<file path="config.mk">
export PLATFORM = sky130hd
export DESIGN_NAME = dmc_ctrl
export DESIGN_NICKNAME = d
export VERILOG_FILES = /design/src/hdl/dmc_pkg.sv /design/src/hdl/dmc_ctrl.sv
export SDC_FILE = /design/constraint.sdc
export NUM_CORES = 1
export LEC_CHECK = 0
export ABC_AREA = 1
export BUFFER_PORTS_ARGS = -buffer_cell sky130_fd_sc_hd__buf_2
export CAP_MARGIN = 20
export CORE_AREA = 10 10 47 49
export DETAILED_ROUTE_END_ITERATION = 8
export DIE_AREA = 0 0 57 59
export REMOVE_ABC_BUFFERS = 1
export SYNTH_ARGS = -nofsm -noshare
export SYNTH_HDL_FRONTEND = slang
export SYNTH_SLANG_ARGS = --single-unit
</file>
<file path="constraint.sdc">
create_clock -name clk_i -period 2.7 [get_ports clk_i]
set_clock_uncertainty 0.2 [all_clocks]
set_input_delay 0.405 -clock clk_i [delete_from_list [all_inputs] [get_ports clk_i]]
set_output_delay 0.405 -clock clk_i [all_outputs]
set_load 0.005 [all_outputs]
</file>
<file path="src/hdl/dmc_pkg.sv">
// dmc_pkg: shared types and constants for the depth-first maze carver
// used by dmc_ctrl, dmc_datapath and dfs_maze_carver; no dependencies
package dmc_pkg;

  localparam int unsigned MAX_SIDE_DEF = 64;

  localparam int unsigned CFG_DW = 7;
  localparam int unsigned CFG_IW = 2;
  localparam int unsigned START_W = 6;
  localparam int unsigned RND_W = 8;
  localparam int unsigned OUT_CW = 6;

  localparam logic [CFG_IW-1:0] CFG_MAZE_WIDTH  = 2'd0;
  localparam logic [CFG_IW-1:0] CFG_MAZE_HEIGHT = 2'd1;
  localparam logic [CFG_IW-1:0] CFG_START_X     = 2'd2;
  localparam logic [CFG_IW-1:0] CFG_START_Y     = 2'd3;

  localparam logic CMD_RESTART = 1'b0;
  localparam logic CMD_STEP    = 1'b1;

  localparam int unsigned CFG_WIDTH_RST  = 64;
  localparam int unsigned CFG_HEIGHT_RST = 64;

  typedef enum logic [1:0] {
    KIND_CARVED     = 2'd0,
    KIND_BACKTRACK  = 2'd1,
    KIND_FINISHED   = 2'd2,
    KIND_RESTARTED  = 2'd3
  } kind_e;

  typedef enum logic [1:0] {
    DIR_NORTH = 2'd0,
    DIR_EAST  = 2'd1,
    DIR_SOUTH = 2'd2,
    DIR_WEST  = 2'd3
  } dir_e;

  typedef enum logic [2:0] {
    ST_IDLE,
    ST_CLEAR,
    ST_RDA,
    ST_RDB,
    ST_EMIT
  } state_e;

  typedef struct packed {
    logic load;
    logic clear;
    logic capture;
    logic sel_south;
    logic commit;
  } dmc_cmd_t;

  typedef struct packed {
    logic stack_empty;
    logic clear_last;
    logic out_free;
  } dmc_stat_t;

endpackage

</file>
<file path="src/hdl/dmc_ctrl.sv">
// dmc_ctrl: sequencer for restart, clear pass, neighbor reads and result commit
// depends on dmc_pkg; drives dmc_datapath through dmc_cmd_t
module dmc_ctrl (
  input  logic                clk_i,
  input  logic                rst_ni,
  input  logic                in_valid_i,
  output logic                in_ready_o,
  input  logic                cmd_i,
  input  dmc_pkg::dmc_stat_t  stat_i,
  output dmc_pkg::dmc_cmd_t   ctrl_o
);

  dmc_pkg::state_e state_q, state_d;

  always_ff @(posedge clk_i or negedge rst_ni) begin
    if (!rst_ni) begin
      state_q <= dmc_pkg::ST_IDLE;
    end else begin
      state_q <= state_d;
    end
  end

  always_comb begin
    state_d    = state_q;
    ctrl_o     = '0;
    in_ready_o = 1'b0;
    unique case (state_q)
      dmc_pkg::ST_IDLE: begin
        in_ready_o = 1'b1;
        if (in_valid_i) begin
          ctrl_o.load = 1'b1;
          if (cmd_i == dmc_pkg::CMD_RESTART) begin
            state_d = dmc_pkg::ST_CLEAR;
          end else if (stat_i.stack_empty) begin
            state_d = dmc_pkg::ST_EMIT;
          end else begin
            state_d = dmc_pkg::ST_RDA;
          end
        end
      end
      dmc_pkg::ST_CLEAR: begin
        ctrl_o.clear = 1'b1;
        if (stat_i.clear_last) begin
          state_d = dmc_pkg::ST_EMIT;
        end
      end
      dmc_pkg::ST_RDA: begin
        state_d = dmc_pkg::ST_RDB;
      end
      dmc_pkg::ST_RDB: begin
        ctrl_o.capture   = 1'b1;
        ctrl_o.sel_south = 1'b1;
        state_d          = dmc_pkg::ST_EMIT;
      end
      dmc_pkg::ST_EMIT: begin
        ctrl_o.sel_south = 1'b1;
        if (stat_i.out_free) begin
          ctrl_o.commit = 1'b1;
          state_d       = dmc_pkg::ST_IDLE;
        end
      end
      default: begin
        state_d = dmc_pkg::ST_IDLE;
      end
    endcase
  end

endmodule

</file>
# [Word level (Yosys, flattened, before mapping)]
# Index checks and enable logic that the tools add are counted.
[op_classes] mul=0 n_addsub=0 n_reduce_logical=3 order_cmp=0 n_mux=14 bitwise=0 shifts=0 n_eq_ne=7 div_mod_pow=0
[ops] operator="$mux 3" count=5
[ops] operator="$pmux 3 s5" count=1
[ops] operator="$mux 1" count=8
[ops] operator="$eq 3x2->1 const B" count=2
[ops] operator="$ne 2x2->1 const B" count=3
[ops] operator="$eq 3x1->1 const B" count=1
[ops] operator="$eq 3x3->1 const B" count=1
[ops] operator="$logic_not 3->1" count=1
[ops] operator="$reduce_and 3->1" count=1
[ops] operator="$reduce_or 2->1" count=1
[word_totals] rom_bits=0 wordCells=25 in_bits=7 n_memories=0 reg_bits=3 ramBits=0 latch_bits=0 output_inout_bits=6

# [Logic depth before layout (Yosys ltp)]
[depth] ltp_word=4 depth_mapped=6

# [Worst setup path after synthesis]
# No wires, ideal clock.
[synth_timing] path_kind="register to output" start="register state_q[2]" end="output port ctrl_o[1] (netlist bit)" path_stages_with_launch=4 path_buffers=0 arrival_time_ns=0.758 path_slack_ns=1.337 cell_sequence="dfrtp_1 > nor2_2 > inv_2 > o21ai_0"
[synth_rtl] item="from (decl)" line="dmc_ctrl.sv:13" text="dmc_pkg::state_e state_q, state_d;"
[synth_rtl] item="from (signal assigned)" line="dmc_ctrl.sv:17" text="state_q <= dmc_pkg::ST_IDLE;"
[synth_rtl] item="from (signal assigned)" line="dmc_ctrl.sv:19" text="state_q <= state_d;"
[synth_rtl] item="to (decl)" line="dmc_ctrl.sv:10" text="output dmc_pkg::dmc_cmd_t ctrl_o"

==> impl_metrics.tcl <==
set metrics [dict create \
    status "completed" \
    clockRootBuffer "clkbuf_4" \
    endpoint_kind "primary output" \
    ctsResizeCount 0 \
    drtPass1Iterations 4 \
    gr-usage-all-layers_pct 4.59 \
    worst-path-buf-inv 2 \
    numCtsBuffers 3 \
    min_path_cells 4 \
    num_antenna_cells 0 \
    reg2reg_to "state_q[2]" \
    dieHeight_um 59 \
    fin_nets 61 \
    leakage_nw 0.211 \
    clk_latency_ns 0.23 \
    p_per_area_nw_per_um2 962 \
    drive_gt1_share_pct 39.6 \
    worst-setup-path-type "register to primary output" \
    fin_setup_tns_ns 0 \
    synthTopCellsByArea "dfrtp_1 (33%), inv_1 (13%), nor2_1 (9.8%)" \
    yosys_register_bits 3 \
    fillers 161 \
    synthesis.area_um2 229 \
    synthCells 36 \
    cp.depth 4 \
    placed_cell_area_um2 309 \
    r2r_slack_ns 1.48 \
    fmax_mhz 581 \
    antenna_found_initial 0 \
    avgSynthCellArea_um2 6.36 \
    drt-initial-drc-count 9 \
    slew_violations 0 \
    post_cts_buffers 0 \
    rsz0062_at_grt "false" \
    dp_hpwl_um 545 \
    crit_chain "nor2_2 > inv_2 > o21ai_0 > buf_2" \
    vias 281 \
    viasPerCell 4.07 \
    path_delay_family "flip-flops" \
    yosys.cell_types.count 12 \
    area_growth_pct 50.8 \
    period_needed_ns 1.72 \
    cap_violations 0 \
    peakVddDrop_mv 0.252 \
    ant_nets 0 \
    cp-start-kind "register" \
    io_buffers 12 \
    ff2ff_path_depth 4 \
    hp-class "input port to register" \
    grt_max_degree 8 \
    setup_viol 0 \
    initial_core_util_pct 16.3 \
    period_share_pct 63.7 \
    timing.rr.start "state_q[2]" \
    cts_tree "done" \
    hold_viol 0 \
    die_area_um2 3360 \
    arrival_ns 1.11 \
    largest_reg_flops 3 \
    core-area_um2 1400 \
    largestRegisters "state_q (3)" \
    cts.htree.levels 1 \
    clkTransAtPathRegs_ns 0.04 \
    path_max_fanout 4 \
    drt_wl_total_um 636 \
    max_slew_margin_pct 88.8 \
    wl_per_cell_um 9.22 \
    hold_start "stat_i[1]" \
    slowest_delay_ns 0.41 \
    design_area_um2 345 \
    worstMarginPinSlew_ns 0.168 \
    gp_congestion 0.683 \
    yosysWarnings 0 \
    synth_top_area_share_pct 32.8 \
    grt_pass1_vias 268 \
    slowest_stage "dfrtp_1" \
    required_ns 2.10 \
    clockBufferDepth 2 \
    synth_top_area_cell "dfrtp_1" \
    route.detailed.drc 0 \
    clock-sinks 3 \
    min_to "state_q[0]" \
    synth_seq_area_share_pct 32.8 \
    die_width_um 57 \
    grt-ovfl-total 0 \
    top_register "state_q" \
    ioPinCount 13 \
    row_count 14 \
    grt_first_pass_wirelength_um 1140 \
]
[worst max path at each step]
stage,start,to,slack (ns)
2_1_floorplan,state_q[2],ctrl_o[1],1.34
3_3_place_gp,state_q[2],ctrl_o[1],1.23
3_5_place_dp,state_q[2],ctrl_o[1],1.21
4_1_cts,state_q[2],ctrl_o[1],0.96
5_1_grt,state_q[0],ctrl_o[1],0.84
6_report,state_q[2],ctrl_o[1],0.98
[cell families after synthesis]
family | synth area share, %
buf+inv | 16.4
flops | 32.8
compound gates | 15.8
simple gates | 35.0
[per-layer routing]
layer	vias up	global-route usage [%]	share of wire, %
met5	-	0	0
met2	10	6.05	49
li1	145	-	-
met4	0	4.03	0
met1	126	3.93	40
met3	0	4.72	11
[cells in the final DEF, fill, tap and decap left out]
cell           netlist  final
nor3_1               1      1
clkbuf_1             0      1
o21ai_1              2      2
nand3_1              3      3
inv_1                8      8
nor2_1               6      6
dlygate4sd3_1        0      1
o21bai_2             1      1
buf_2                0     12
clkbuf_4             0      3
nand3_2              1      1
nor2_2               2      2
o21ai_0              3      3
inv_2                2      2
nand2_1              4      4
dfrtp_1              3      3
[where the power goes]
group	switching [mW]	total [mW]	internal (mW)
logic	0.100	0.172	0.0719
clock network	0.0232	0.0786	0.0554
registers	0.0181	0.0813	0.0632
total	0.142	0.332	0.191
[tightest hold or removal path: cells and delay by family]
kind / cells / cell delay, ns
buffers and inverters: 2 / 0.11
AND/OR/NAND/NOR: 1 / 0.09
AO/OA/AOI/OAI: 1 / 0.06
[layout make-up]
class                           count  area, um^2  area share, %
Tap cell                           16        20.0           5.80
Multi-Input combinational cell     23         116           33.7
Timing Repair Buffer               13        70.1           20.3
Clock buffer                        4        26.3           7.61
Inverter                           10        37.5           10.9
Sequential cell                     3        75.1           21.7
[synthesized netlist by cell type, drive strengths merged]
library cell / number
nand2: 4
o21bai: 1
nor2: 8
inv: 10
o21ai: 5
nand3: 4
dfrtp: 3
nor3: 1
[repair_timing]
action                                 4_1_cts  5_1_grt
setup endpoints to repair                    0        0
endpoints found under the hold margin        3        0
hold buffers                                 1        0
[per-stage QoR]
| stage | utilization [%] | hold WS, ns | power [mW] | worst slack [ns] | instances |
|---|---|---|---|---|---|
| finish | 24.6 | 0.275 | 0.332 | 0.980 | 69 |
| global route | 24.6 | 0.270 | 0.380 | 0.838 | 69 |
| CTS | 24.6 | 0.265 | 0.342 | 0.956 | 69 |
| detailed placement | 22.1 | 0.00449 | 0.257 | 1.21 | 64 |
| global placement | 22.1 | 0.00300 | 0.257 | 1.23 | 64 |
| floorplan | - | -0.0906 | 0.195 | 1.34 | 36 |
(Power assumes the default switching activity.)
